<file path="config.mk">
export PLATFORM = sky130hd
export DESIGN_NAME = periodic_task_dispatcher
export DESIGN_NICKNAME = d
export VERILOG_FILES = /design/src/sv/ptd_pkg.sv /design/src/sv/ptd_mod.sv /design/src/sv/ptd_dpath.sv /design/src/sv/ptd_ctrl.sv /design/src/sv/periodic_task_dispatcher.sv
export SDC_FILE = /design/constraint.sdc
export NUM_CORES = 1
export LEC_CHECK = 0
export ABC_AREA = 1
export BUFFER_PORTS_ARGS = -buffer_cell sky130_fd_sc_hd__buf_2
export CAP_MARGIN = 20
export CORE_MARGIN = 8
export CORE_UTILIZATION = 33
export DETAILED_ROUTE_END_ITERATION = 8
export PLACE_DENSITY_LB_ADDON = 0.12
export SYNTH_ARGS = -nofsm -noshare
export SYNTH_HDL_FRONTEND = slang
export SYNTH_SLANG_ARGS = --single-unit
</file>
<file path="constraint.sdc">
create_clock -name i_clk -period 2.65 [get_ports i_clk]
set_input_delay 0.265 -clock i_clk [delete_from_list [all_inputs] [get_ports i_clk]]
set_output_delay 0.265 -clock i_clk [all_outputs]
set_load 0.02 [all_outputs]
</file>
<file path="src/sv/ptd_pkg.sv">
// ----------------------------------------------------------------------------
// ptd_pkg
// shared widths, codes and the command and status bundles of the periodic
// task dispatcher
// ----------------------------------------------------------------------------
package ptd_pkg;

    localparam int TICK_W      = 32;   // tick counter and period width
    localparam int CPT_W       = 16;   // prescaler width
    localparam int PRIO_W      = 4;    // priority field width
    localparam int IDX_W       = 3;    // reported task index width
    localparam int MAX_RESULTS = 8;    // dispatches reported per tick at most
    localparam int CNT_W       = 3;    // counts reported dispatches 0..7

    localparam logic OP_COMPARE  = 1'b0;
    localparam logic OP_REGISTER = 1'b1;

    // controller to datapath
    typedef struct packed {
        logic take;        // input transfer accepted
        logic idx_top;     // point the slot index at the highest slot
        logic next_slot;   // step the slot index down
        logic div_start;   // start the remainder unit on the current slot
        logic due_set;     // store the remainder test for the current slot
        logic out_empty;   // load an empty result into the output register
        logic out_task;    // load a dispatch result for the current slot
    } t_cmd;

    // datapath to controller
    typedef struct packed {
        logic new_tick;    // the offered compare event completes a tick
        logic slot_live;   // current slot is valid with a nonzero period
        logic div_done;    // remainder ready
        logic idx_zero;    // current slot is the lowest
        logic due_here;    // current slot is due
        logic any_due;     // at least one slot is due
        logic last_here;   // current dispatch closes the item
        logic out_free;    // output register can take a result
    } t_status;

endpackage

</file>
<file path="src/sv/ptd_mod.sv">
// ----------------------------------------------------------------------------
// ptd_mod
// restoring remainder unit, one quotient bit per cycle
// ----------------------------------------------------------------------------
module ptd_mod
    import ptd_pkg::*;
(
    input  logic              i_clk,
    input  logic              i_rst_n,
    input  logic              i_start,
    input  logic [TICK_W-1:0] i_dividend,
    input  logic [TICK_W-1:0] i_divisor,
    output logic              o_done,
    output logic              o_rem_zero
);

    localparam int STEP_W = $clog2(TICK_W + 1);

    logic              r_busy;
    logic              r_done;
    logic [STEP_W-1:0] r_cnt;
    logic [TICK_W-1:0] r_rem;
    logic [TICK_W-1:0] r_dvd;
    logic [TICK_W-1:0] r_dsr;

    logic [TICK_W:0]   w_sh;
    logic [TICK_W:0]   w_diff;

    assign w_sh   = {r_rem, r_dvd[TICK_W-1]};
    assign w_diff = w_sh - {1'b0, r_dsr};

    always_ff @(posedge i_clk) begin
        if (!i_rst_n) begin
            r_busy <= 1'b0;
            r_done <= 1'b0;
            r_cnt  <= '0;
        end else begin
            r_done <= 1'b0;
            if (i_start) begin
                r_busy <= 1'b1;
                r_cnt  <= STEP_W'(TICK_W);
            end else if (r_busy) begin
                r_cnt <= r_cnt - STEP_W'(1);
                if (r_cnt == STEP_W'(1)) begin
                    r_busy <= 1'b0;
                    r_done <= 1'b1;
                end
            end
        end
    end

    // operands and partial remainder
    always_ff @(posedge i_clk) begin
        if (i_start) begin
            r_rem <= '0;
            r_dvd <= i_dividend;
            r_dsr <= i_divisor;
        end else if (r_busy) begin
            r_dvd <= {r_dvd[TICK_W-2:0], 1'b0};
            if (!w_diff[TICK_W]) begin
                r_rem <= w_diff[TICK_W-1:0];
            end else begin
                r_rem <= w_sh[TICK_W-1:0];
            end
        end
    end

    assign o_done     = r_done;
    assign o_rem_zero = (r_rem == '0);

    a_start_idle: assert property (@(posedge i_clk) disable iff (!i_rst_n)
        i_start |-> !r_busy)
        else $error("remainder unit restarted while busy");

endmodule

</file>
<file path="src/sv/ptd_dpath.sv">
// ----------------------------------------------------------------------------
// ptd_dpath
// slot table, prescaler, tick counter, due mask and output register
// ----------------------------------------------------------------------------
module ptd_dpath
    import ptd_pkg::*;
#(
    parameter int SLOT_COUNT = 8
)
(
    input  logic              i_clk,
    input  logic              i_rst_n,
    input  t_cmd              i_cmd,
    output t_status           o_status,
    input  logic              i_cfg_wr_en,
    input  logic [CPT_W-1:0]  i_cfg_wr_data,
    input  logic              i_operation,
    input  logic              i_task_present,
    input  logic [PRIO_W-1:0] i_task_priority,
    input  logic [TICK_W-1:0] i_task_period,
    output logic              o_out_valid,
    input  logic              i_out_ready,
    output logic              o_dispatch_valid,
    output logic [IDX_W-1:0]  o_task_index,
    output logic              o_last,
    output logic              o_accepted,
    output logic [TICK_W-1:0] o_tick_count
);

    localparam int SLOT_W = (SLOT_COUNT > 1) ? $clog2(SLOT_COUNT) : 1;

    logic [CPT_W-1:0]      r_cpt;
    logic [CPT_W-1:0]      r_countdown;
    logic [TICK_W-1:0]     r_ticks;
    logic [SLOT_COUNT-1:0] r_valid;
    logic [TICK_W-1:0]     r_period [SLOT_COUNT];
    logic [TICK_W-1:0]     r_rdata;
    logic [SLOT_W-1:0]     r_idx;
    logic [SLOT_COUNT-1:0] r_due;
    logic [CNT_W-1:0]      r_n;
    logic                  r_acc;

    logic                  r_out_valid;
    logic                  r_dv;
    logic [IDX_W-1:0]      r_tidx;
    logic                  r_last;
    logic                  r_out_acc;
    logic [TICK_W-1:0]     r_out_tick;

    logic [CPT_W-1:0]      w_dec;
    logic                  w_new_tick;
    logic                  w_reg_ok;
    logic [SLOT_W-1:0]     w_widx;
    logic [SLOT_COUNT-1:0] w_below;
    logic                  w_last;
    logic                  w_out_free;
    logic                  w_div_done;
    logic                  w_rem_zero;

    assign w_dec      = r_countdown - CPT_W'(1);
    assign w_new_tick = (i_operation == OP_COMPARE) && (w_dec == '0);
    assign w_reg_ok   = i_task_present && (8'(i_task_priority) < 8'(SLOT_COUNT));
    assign w_widx     = SLOT_W'(i_task_priority);
    assign w_below    = (SLOT_COUNT'(1) << r_idx) - SLOT_COUNT'(1);
    assign w_last     = (r_n == CNT_W'(MAX_RESULTS - 1)) || !(|(r_due & w_below));
    assign w_out_free = !r_out_valid || i_out_ready;

    ptd_mod u_mod (
        .i_clk      (i_clk),
        .i_rst_n    (i_rst_n),
        .i_start    (i_cmd.div_start),
        .i_dividend (r_ticks),
        .i_divisor  (r_rdata),
        .o_done     (w_div_done),
        .o_rem_zero (w_rem_zero)
    );

    // control state
    always_ff @(posedge i_clk) begin
        if (!i_rst_n) begin
            r_cpt       <= CPT_W'(1);
            r_countdown <= CPT_W'(1);
            r_ticks     <= '0;
            r_valid     <= '0;
            r_idx       <= '0;
            r_due       <= '0;
            r_n         <= '0;
            r_out_valid <= 1'b0;
        end else begin
            if (i_cfg_wr_en) begin
                r_cpt <= i_cfg_wr_data;
            end
            if (i_cmd.take) begin
                r_idx <= SLOT_W'(SLOT_COUNT - 1);
                r_due <= '0;
                r_n   <= '0;
                if (i_operation == OP_REGISTER) begin
                    if (w_reg_ok) begin
                        r_valid[w_widx] <= 1'b1;
                    end
                end else begin
                    r_countdown <= w_new_tick ? r_cpt : w_dec;
                    if (w_new_tick) begin
                        r_ticks <= r_ticks + TICK_W'(1);
                    end
                end
            end
            if (i_cmd.idx_top) begin
                r_idx <= SLOT_W'(SLOT_COUNT - 1);
                r_n   <= '0;
            end
            if (i_cmd.next_slot) begin
                r_idx <= r_idx - SLOT_W'(1);
            end
            if (i_cmd.due_set) begin
                r_due[r_idx] <= w_rem_zero;
            end
            if (i_cmd.out_task) begin
                r_n <= r_n + CNT_W'(1);
            end
            if (i_cmd.out_empty || i_cmd.out_task) begin
                r_out_valid <= 1'b1;
            end else if (i_out_ready) begin
                r_out_valid <= 1'b0;
            end
        end
    end

    // period memory, registered read at the slot index
    always_ff @(posedge i_clk) begin
        if (i_cmd.take && (i_operation == OP_REGISTER) && w_reg_ok) begin
            r_period[w_widx] <= i_task_period;
        end
        r_rdata <= r_period[r_idx];
    end

    // payload
    always_ff @(posedge i_clk) begin
        if (i_cmd.take) begin
            r_acc <= (i_operation == OP_REGISTER) && w_reg_ok;
        end
        if (i_cmd.out_empty) begin
            r_dv       <= 1'b0;
            r_tidx     <= '0;
            r_last     <= 1'b1;
            r_out_acc  <= r_acc;
            r_out_tick <= r_ticks;
        end else if (i_cmd.out_task) begin
            r_dv       <= 1'b1;
            r_tidx     <= IDX_W'(r_idx);
            r_last     <= w_last;
            r_out_acc  <= 1'b0;
            r_out_tick <= r_ticks;
        end
    end

    always_comb begin
        o_status           = '0;
        o_status.new_tick  = w_new_tick;
        o_status.slot_live = r_valid[r_idx] && (r_rdata != '0);
        o_status.div_done  = w_div_done;
        o_status.idx_zero  = (r_idx == '0);
        o_status.due_here  = r_due[r_idx];
        o_status.any_due   = |r_due;
        o_status.last_here = w_last;
        o_status.out_free  = w_out_free;
    end

    assign o_out_valid      = r_out_valid;
    assign o_dispatch_valid = r_dv;
    assign o_task_index     = r_tidx;
    assign o_last           = r_last;
    assign o_accepted       = r_out_acc;
    assign o_tick_count     = r_out_tick;

    a_task_due: assert property (@(posedge i_clk) disable iff (!i_rst_n)
        i_cmd.out_task |-> r_due[r_idx])
        else $error("dispatch reported for a slot that is not due");

    a_prescaler_hold: assert property (@(posedge i_clk) disable iff (!i_rst_n)
        !(i_cmd.take && (i_operation == OP_COMPARE)) |=> $stable(r_countdown))
        else $error("prescaler moved without a compare event");

endmodule

</file>
<file path="src/sv/ptd_ctrl.sv">
// ----------------------------------------------------------------------------
// ptd_ctrl
// sequencer: takes an item and, when it completes a tick, scans the slots
// through the remainder unit, then reports the due slots
// ----------------------------------------------------------------------------
module ptd_ctrl
    import ptd_pkg::*;
(
    input  logic    i_clk,
    input  logic    i_rst_n,
    input  logic    i_in_valid,
    output logic    o_in_ready,
    input  t_status i_status,
    output t_cmd    o_cmd
);

    typedef enum logic [2:0] {
        S_IDLE,
        S_RESP,
        S_READ,
        S_CHECK,
        S_DIV,
        S_EMIT
    } t_state;

    t_state r_state;
    t_state n_state;
    logic   r_in_ready;

    always_ff @(posedge i_clk) begin
        if (!i_rst_n) begin
            r_state    <= S_IDLE;
            r_in_ready <= 1'b1;
        end else begin
            r_state    <= n_state;
            r_in_ready <= (n_state == S_IDLE);
        end
    end

    always_comb begin
        n_state = r_state;
        o_cmd   = '0;
        unique case (r_state)
            S_IDLE: begin
                if (i_in_valid && r_in_ready) begin
                    o_cmd.take = 1'b1;
                    n_state    = i_status.new_tick ? S_READ : S_RESP;
                end
            end
            S_RESP: begin
                if (i_status.out_free) begin
                    o_cmd.out_empty = 1'b1;
                    n_state         = S_IDLE;
                end
            end
            S_READ: begin
                n_state = S_CHECK;
            end
            S_CHECK: begin
                if (i_status.slot_live) begin
                    o_cmd.div_start = 1'b1;
                    n_state         = S_DIV;
                end else if (i_status.idx_zero) begin
                    o_cmd.idx_top = 1'b1;
                    n_state       = S_EMIT;
                end else begin
                    o_cmd.next_slot = 1'b1;
                    n_state         = S_READ;
                end
            end
            S_DIV: begin
                if (i_status.div_done) begin
                    o_cmd.due_set = 1'b1;
                    if (i_status.idx_zero) begin
                        o_cmd.idx_top = 1'b1;
                        n_state       = S_EMIT;
                    end else begin
                        o_cmd.next_slot = 1'b1;
                        n_state         = S_READ;
                    end
                end
            end
            S_EMIT: begin
                if (!i_status.any_due) begin
                    n_state = S_RESP;
                end else if (i_status.due_here) begin
                    if (i_status.out_free) begin
                        o_cmd.out_task = 1'b1;
                        if (i_status.last_here) begin
                            n_state = S_IDLE;
                        end else begin
                            o_cmd.next_slot = 1'b1;
                        end
                    end
                end else begin
                    o_cmd.next_slot = 1'b1;
                end
            end
            default: begin
                n_state = S_IDLE;
            end
        endcase
    end

    assign o_in_ready = r_in_ready;

    a_task_free: assert property (@(posedge i_clk) disable iff (!i_rst_n)
        o_cmd.out_task |-> (i_status.out_free && i_status.due_here))
        else $error("dispatch loaded into a busy output register");

    a_due_after_div: assert property (@(posedge i_clk) disable iff (!i_rst_n)
        o_cmd.due_set |-> i_status.div_done)
        else $error("due bit stored before the remainder was ready");

endmodule

</file>
<file path="src/sv/periodic_task_dispatcher.sv">
// ----------------------------------------------------------------------------
// periodic_task_dispatcher
// counts timer compare events into scheduler ticks and, on each new tick,
// reports every registered task whose period divides the tick count
// ----------------------------------------------------------------------------
//
//  channel  direction  handshake                  payload
//  -------  ---------  -------------------------  ------------------------------
//  in       input      i_in_valid / o_in_ready    operation, task_present,
//                                                 task_priority, task_period
//  out      output     o_out_valid / i_out_ready  dispatch_valid, task_index,
//                                                 last, accepted, tick_count
//  cfg      input      i_cfg_wr_en                compares_per_tick
//
//  registrations and compare events that do not finish a tick skip the slot
//  scan and give a single result; a new tick runs each live slot through
//  the one-bit-per-cycle remainder unit, which is shared across the scan
//  reset is synchronous and active low; all slots come out invalid, the tick
//  count at zero and compares_per_tick at one
//  a stalled output register holds the controller; one item is worked on at
//  a time and the next transfer is taken while the last result still waits
//
module periodic_task_dispatcher
    import ptd_pkg::*;
#(
    parameter int SLOT_COUNT = 8
)
(
    input  logic              i_clk,
    input  logic              i_rst_n,
    // configuration
    input  logic              i_cfg_wr_en,
    input  logic [CPT_W-1:0]  i_cfg_wr_data,
    // input channel
    input  logic              i_in_valid,
    output logic              o_in_ready,
    input  logic              i_operation,
    input  logic              i_task_present,
    input  logic [PRIO_W-1:0] i_task_priority,
    input  logic [TICK_W-1:0] i_task_period,
    // output channel
    output logic              o_out_valid,
    input  logic              i_out_ready,
    output logic              o_dispatch_valid,
    output logic [IDX_W-1:0]  o_task_index,
    output logic              o_last,
    output logic              o_accepted,
    output logic [TICK_W-1:0] o_tick_count
);

    // commands down, status up; nothing else crosses between the two
    t_cmd    w_cmd;
    t_status w_status;

    // sequencer: idle, single result, slot scan, dispatch reporting
    ptd_ctrl u_ctrl (
        .i_clk      (i_clk),
        .i_rst_n    (i_rst_n),
        .i_in_valid (i_in_valid),
        .o_in_ready (o_in_ready),
        .i_status   (w_status),
        .o_cmd      (w_cmd)
    );

    // slot table, prescaler, tick counter, remainder unit and output register
    ptd_dpath #(
        .SLOT_COUNT (SLOT_COUNT)
    ) u_dpath (
        .i_clk            (i_clk),
        .i_rst_n          (i_rst_n),
        .i_cmd            (w_cmd),
        .o_status         (w_status),
        .i_cfg_wr_en      (i_cfg_wr_en),
        .i_cfg_wr_data    (i_cfg_wr_data),
        .i_operation      (i_operation),
        .i_task_present   (i_task_present),
        .i_task_priority  (i_task_priority),
        .i_task_period    (i_task_period),
        .o_out_valid      (o_out_valid),
        .i_out_ready      (i_out_ready),
        .o_dispatch_valid (o_dispatch_valid),
        .o_task_index     (o_task_index),
        .o_last           (o_last),
        .o_accepted       (o_accepted),
        .o_tick_count     (o_tick_count)
    );

endmodule

</file>
# After elaboration in Yosys (flattened, before gate mapping)
# Memories as Yosys holds them, arrays and structs flattened. A register that Yosys moved wholly into a read port is not among the register bits.
# Cells that the tools add are included.
# classes
add_sub_neg	7
magnitude_cmp	5
eq_ne	7
shift	1
n_mux	68
bitwise_logic	5
reduce_logical	32
# op_table
op	count
32-bit 2-to-1 mux	5
3-bit 2-to-1 mux	15
33-bit by 32-bit subtractor with 33-bit output	1
32-bit by 1-bit adder with 32-bit output (second input constant)	1
32-bit zero test	1
32-bit nonzero test	1
1-bit 2-to-1 mux	31
8-bit 2-to-1 mux	3
3-bit one-hot mux with 6 select lines	1
16-bit zero test	1
16-bit 2-to-1 mux	1
8-bit OR reduction	2
16-bit by 1-bit subtractor with 16-bit output (second input constant)	1
6-bit 2-to-1 mux	2
3-bit equality test (second input constant)	3
1-bit logical AND	9
3-bit zero test	3
8-bit AND	1
8-bit bitwise mux	1
3-bit by 4-bit less-than comparator with 1-bit output (second input constant)	2
8-bit bitwise OR	1
1-bit by 3-bit << shifter with 8-bit output (first input constant)	1
8-bit by 2-bit subtractor with 8-bit output (second input constant)	1
1-bit binary-select mux with 3-bit select	2
21 further kinds	35
# totals
ff_bits	234
ram_bits	256
input_bits	59
elab_cells	149
mem_count	1
# mem_list
name	words	width	rd	rd_clocked_by_memory_dff	write_ports	line	source
u_dpath.r_period	8	32	1	1	1	ptd_dpath.sv:36	logic [TICK_W-1:0] r_period [SLOT_COUNT];

# Longest topological paths before layout
# logic_depth
depth_word	12
depth_mapped	20
depth_no_buf	18

# Hierarchy
# From an unflattened synthesis, not the netlist that was laid out.
# hier_totals
cells_unflattened	2623
hier_area_um2	23789.1
# modules_own_cells
mod	n_inst	cells_each	area_per_inst_um2
ptd_dpath	1	1495	16425.8
ptd_mod	1	1059	7010.5
ptd_ctrl	1	69	352.8

# Worst setup path after synthesis
# No wires, ideal clock.
# synth_timing
kind	register to register
startpoint	reg u_ctrl.r_in_ready, in the netlist u_ctrl.o_in_ready
endpoint	mem u_dpath.r_period[5][0], enable pin
setup_time_ns	0.423
t_arrival_ns	2.569
slack_ns	-0.341
path_stages_with_launch	7
cell_sequence	dfxtp_1 nand4_1 inv_1 nand2_1 nor2_1 inv_1 nor2_1
# synth_lines
item	line	source
start, declared	ptd_ctrl.sv:28	logic r_in_ready;
start signal, assigned	ptd_ctrl.sv:36	r_in_ready <= (n_state == S_IDLE);
end, declared	ptd_dpath.sv:36	

# Worst setup path in the final report
# layout_timing
startpoint	reg u_dpath.u_mod.r_dvd[31]
endpoint	reg u_dpath.u_mod.r_rem[27]
# layout_between
elab_chain_cells	2
# layout_rtl
item	line	source
start, declared	ptd_mod.sv:23	logic [TICK_W-1:0] r_dvd;
start signal, assigned	ptd_mod.sv:56	r_dvd <= i_dividend;
start signal, assigned	ptd_mod.sv:59	r_dvd <= {r_dvd[TICK_W-2:0], 1'b0};
33-bit by 32-bit subtractor with 33-bit output	ptd_mod.sv:30	assign w_diff = w_sh - {1'b0, r_dsr};
32-bit 2-to-1 mux	ptd_mod.sv:60	if (!w_diff[TICK_W]) begin
end signal, assigned	ptd_mod.sv:61	r_rem <= w_diff[TICK_W-1:0];
end signal, assigned	ptd_mod.sv:63	r_rem <= w_sh[TICK_W-1:0];
end, declared	ptd_mod.sv:22	logic [TICK_W-1:0] r_rem;
# Every way passes these cells.
# A chain may end at the register's enable or synchronous reset.

==> PnR_summary.wiki <==
{| class="wikitable"
! Metric !! Value
|-
| Relative area change from synthesis to final layout || 19.4%
|-
| Flip-flop and latch count after synthesis || 522
|-
| Final Hold Vio Count || 0
|-
| Total detailed-routing wirelength || 63.6 mm
|-
| Count of yosys warnings during synthesis || 0
|-
| Die height || 281 um
|-
| Total Neg Setup Slack || 0 ps
|-
| Worst-case headroom to the max-slew limit || 0.604
|-
| Leftover overflow at the end of global routing || 0
|-
| Most common library cell in the layout ignoring fill and taps || sky130_fd_sc_hd__nand2_1
|-
| Number of iterations in the first detailed-routing pass || 7
|-
| Highest fanout seen on the critical path || 16
|-
| Total count of max-transition violations in the final report || 0
|-
| Clock-pin slew reported for the worst setup and hold paths after clock tree synthesis || 60 ps
|-
| Share of the synthesized area in compound gates (AO/OA/AOI/OAI) || 0.0999
|-
| Sinks on Clock Net || 522
|-
| Initial DRC count || 946
|-
| GRT busiest layer || met2
|-
| Count of flip-flops with a built-in enable after synthesis || 354
|-
| RSZ-0062 raised after global routing || no
|-
| Startpoint kind of the worst setup timing path || flop
|-
| Area of the die || 0.0788 sq mm
|-
| End-of-flow core utilization || 0.396
|-
| Number of cells on the critical path || 16
|-
| Netlist area before placement || 0.0231 sq mm
|-
| CTS tree || done
|-
| Starting Density || 0.332
|-
| Row Count || 97
|-
| Maximum number of pins on one net before global-route repair || 43
|-
| Detailed-route vias per instance || 4.83
|-
| Worst path buffer plus inverter count || 2
|-
| Delay of the slowest critical-path stage || 370 ps
|-
| Maximum buffer depth of the clock tree || 3
|-
| I/O pins || 99
|-
| Share of the synthesized area in the top cell type || 0.460
|-
| Dominant combinational cell family by area after synthesis || simple AND/OR/NAND/NOR gates
|-
| Max Clock Skew || 78.2 ps
|-
| Most area-consuming cells after synthesis || sky130_fd_sc_hd__edfxtp_1, sky130_fd_sc_hd__dfxtp_1, sky130_fd_sc_hd__nand2_1
|-
| Synth Area per Inst || 9.74 sq um
|-
| Layout cell share with drive strength beyond 1 || 0.134
|-
| GRT Resource Usage Total || 0.159
|-
| Global-route wire length before repair || 98.5 mm
|-
| Global Route met1 Usage || 0.221
|-
| Layout fillers || 6936
|-
| Total power || 0.0209 W
|-
| Ys flop type || sky130_fd_sc_hd__edfxtp_1
|-
| Number of nets in the layout || 2673
|-
| Final worst path period share || 0.921
|-
| Areal power density over the cells || 758 mW/mm^2
|-
| Met2 track utilization from global routing || 0.261
|-
| Total CTS buffers || 56
|-
| Detailed-placement wirelength estimate || 42.6 mm
|-
| Maximum achievable frequency || 410 MHz
|-
| Mux contribution to synthesized area || 0
|-
| Most Frequent Cell on Critical Path || sky130_fd_sc_hd__nand2_1
|-
| Synth Instances || 2374
|-
| Worst Reg-to-Reg Cells || 16
|-
| Count of placed standard cells including taps || 3401
|-
| Share of synthesized registers carrying an async set or reset || 0
|-
| Leakage || 10.5 nW
|-
| Vias in the first global route || 17.1k
|-
| Clk Latency, worst-skew pair || 650 ps
|-
| H-tree levels || 2
|-
| VDD IR-drop max || 0.529 mV
|-
| Total via count in the routed design || 17.2k
|-
| Worst path slowest cell || sky130_fd_sc_hd__fa_2
|-
| Initial antenna violation count || 1
|-
| Width of the die || 281 um
|-
| CP Data Arrival Time || 2930 ps
|-
| Sequence of cells on the critical path || inv_1, ha_1, fa_2, o21ai_2, nand2_1, nand2_1, nand2_1, nand3_1, nand3_1, nand2_1, nand2_1, nand2_2, buf_12, nand2_1, nand3_1, o21ai_1
|-
| Max-cap violations || 0
|-
| Run status || complete, no violations
|-
| Distinct cell type count after synthesis || 53
|-
| Required time worst endpoint || 3140 ps
|-
| Reg2reg setup slack || 210 ps
|-
| Worst Hold Depth || 2
|-
| Quantity of I/O buffers inserted on ports || 98
|-
| Net count of the mapped netlist || 2479
|-
| Sequential share of the synthesized area || 0.605
|-
| Family with the most delay on the worst path || simple AND/OR/NAND/NOR gates
|-
| Post-synthesis adder-cell area fraction || 0.0252
|-
| Routability cong. || 0.862
|-
| Crit path capture type || flop
|-
| Tmin final || 2440 ps
|-
| Final Non-Filler Cells || 3558
|-
| Wirelength per Cell || 17.9 um
|-
| Post-synthesis share of cell area spent on and, or, nand and nor gates || 0.193
|-
| Actual slew at the worst max-slew pin || 589 ps
|-
| Root buffer selected by CTS || sky130_fd_sc_hd__clkbuf_16
|-
| Critical path class || flop to flop
|-
| Post-DRT Antenna Nets || 0
|-
| Leading cell types in the layout, fill and taps excluded || sky130_fd_sc_hd__nand2_1, sky130_fd_sc_hd__edfxtp_1, sky130_fd_sc_hd__nor2_1, sky130_fd_sc_hd__inv_1, sky130_fd_sc_hd__o21ai_0
|-
| Most area-hungry cell type in the Yosys netlist || sky130_fd_sc_hd__edfxtp_1
|-
| Number of endpoints failing setup at the final stage || 0
|-
| Number of design rule violations left after detail routing || 0
|-
| Worst hold path class || primary input to flop
|-
| Synthesized-area fraction occupied by xor and xnor cells || 0.0217
|-
| Global-route track usage on met3 || 0.0198
|-
| Core Region || 0.0697 sq mm
|}
==> metrics by stage <==
stage          setup WS, ps  cell area (sq um)  hold WS, ps
2_1_floorplan          -341              23100          364
3_3_place_gp            159              25200          416
3_5_place_dp           97.8              25200          422
4_1_cts                74.0              27500         5.67
5_1_grt                10.1              27600         1.85
6_report                211              27600         17.8
==> layer usage <==
metal / vias up / wire length [um]
li1: 8474 / -
met3: 79 / 2470
met5: - / 0
met1: 8283 / 30200
met2: 333 / 29600
met4: 0 / 1240
==> cell type report <==
| class | instances | area (sq um) | area share |
|---|---|---|---|
| antenna | 2 | 5.00 | 0.000181 |
| clock buffer | 66 | 1440 | 0.0521 |
| clock inverter | 40 | 423 | 0.0153 |
| inverter | 254 | 960 | 0.0348 |
| multi-input combinational | 1526 | 7950 | 0.288 |
| sequential | 522 | 14000 | 0.507 |
| tap | 940 | 1180 | 0.0426 |
| timing repair buffer | 208 | 1660 | 0.0600 |
==> cells in the mapped netlist (all sizes together), types with 2 or more instances <==
library cell / n
nor4: 18
o2111ai: 12
ha: 45
a21o: 2
o22ai: 2
o21a: 5
nor2: 308
xnor2: 12
o221ai: 16
inv: 250
edfxtp: 354
a21boi: 4
nand3b: 7
a211oi: 2
o21ai: 188
a21oi: 85
a31oi: 8
nand3: 101
nor3: 40
o21bai: 5
clkinv: 4
xor2: 43
a22o: 2
o211ai: 14
buf: 16
nand4: 29
nand2: 539
or2: 3
a221oi: 32
clkbuf: 56
dfxtp: 168
==> worst paths after layout <==
check | startpoint | end
max | u_dpath.u_mod.r_dvd[31]$_DFFE_PP_ | u_dpath.u_mod.r_rem[27]$_SDFFE_PP0P_
min | i_task_priority[3] | u_dpath.r_acc$_DFFE_PP_
min reg2reg | u_dpath.r_rdata[0]$_DFF_P_ | u_dpath.u_mod.r_dsr[0]$_DFFE_PP_
max reg2reg | u_dpath.u_mod.r_dvd[31]$_DFFE_PP_ | u_dpath.u_mod.r_rem[27]$_SDFFE_PP0P_
==> cell families (layout without fill, tap and decap cells) <==
family,count (synthesis),in the layout
flip-flops,522,522
AND/OR/NAND/NOR,1046,1046
adder cells (fa/ha/maj),46,46
AO/OA/AOI/OAI,379,379
other,0,2
buffers and inverters,326,568
XOR/XNOR,55,55
==> report_power, final <==
part	total (W)	switching [W]	internal (W)	leakage (nW)
registers	0.00953	0.000335	0.00919	4.59
clock network	0.00776	0.00334	0.00442	0.881
logic	0.00364	0.00243	0.00122	4.99
total	0.0209	0.00609	0.0148	10.5
==> what timing repair did <==
| action | in CTS | in global routing |
|---|---|---|
| setup endpoints to repair | 0 | 51 |
| hold endpoints to repair | 272 | 0 |
| setup buffers | 0 | 1 |
| hold buffers | 48 | 0 |
| gates resized for setup | 0 | 16 |
==> registers in the layout (all words and copies together), names as in the netlist, 3 cells and up <==
register	cells
u_ctrl.r_state	3
u_dpath.r_cpt	16
u_dpath.u_mod.r_dvd	32
u_dpath.r_valid	8
u_dpath.o_task_index	3
u_dpath.r_n	3
u_dpath.r_idx	3
u_dpath.o_tick_count	32
u_dpath.r_rdata	32
u_dpath.r_ticks	32
u_dpath.r_period	256
u_dpath.r_due	8
u_dpath.u_mod.r_rem	32
u_dpath.u_mod.r_cnt	6
u_dpath.u_mod.r_dsr	32
u_dpath.r_countdown	16
==> worst register-to-register path: stages, from the launching register on <==
cell and delay, ps:
sky130_fd_sc_hd__edfxtp_1 320, sky130_fd_sc_hd__inv_1 50, sky130_fd_sc_hd__ha_1 220, sky130_fd_sc_hd__fa_2 370, sky130_fd_sc_hd__o21ai_2 170, sky130_fd_sc_hd__nand2_1 70
sky130_fd_sc_hd__nand2_1 120, sky130_fd_sc_hd__nand2_1 60, sky130_fd_sc_hd__nand3_1 90, sky130_fd_sc_hd__nand3_1 120, sky130_fd_sc_hd__nand2_1 120, sky130_fd_sc_hd__nand2_1 80
sky130_fd_sc_hd__nand2_2 130, sky130_fd_sc_hd__buf_12 160, sky130_fd_sc_hd__nand2_1 80, sky130_fd_sc_hd__nand3_1 80, sky130_fd_sc_hd__o21ai_1 70
No activity file was read; power rests on OpenSTA's default activity.
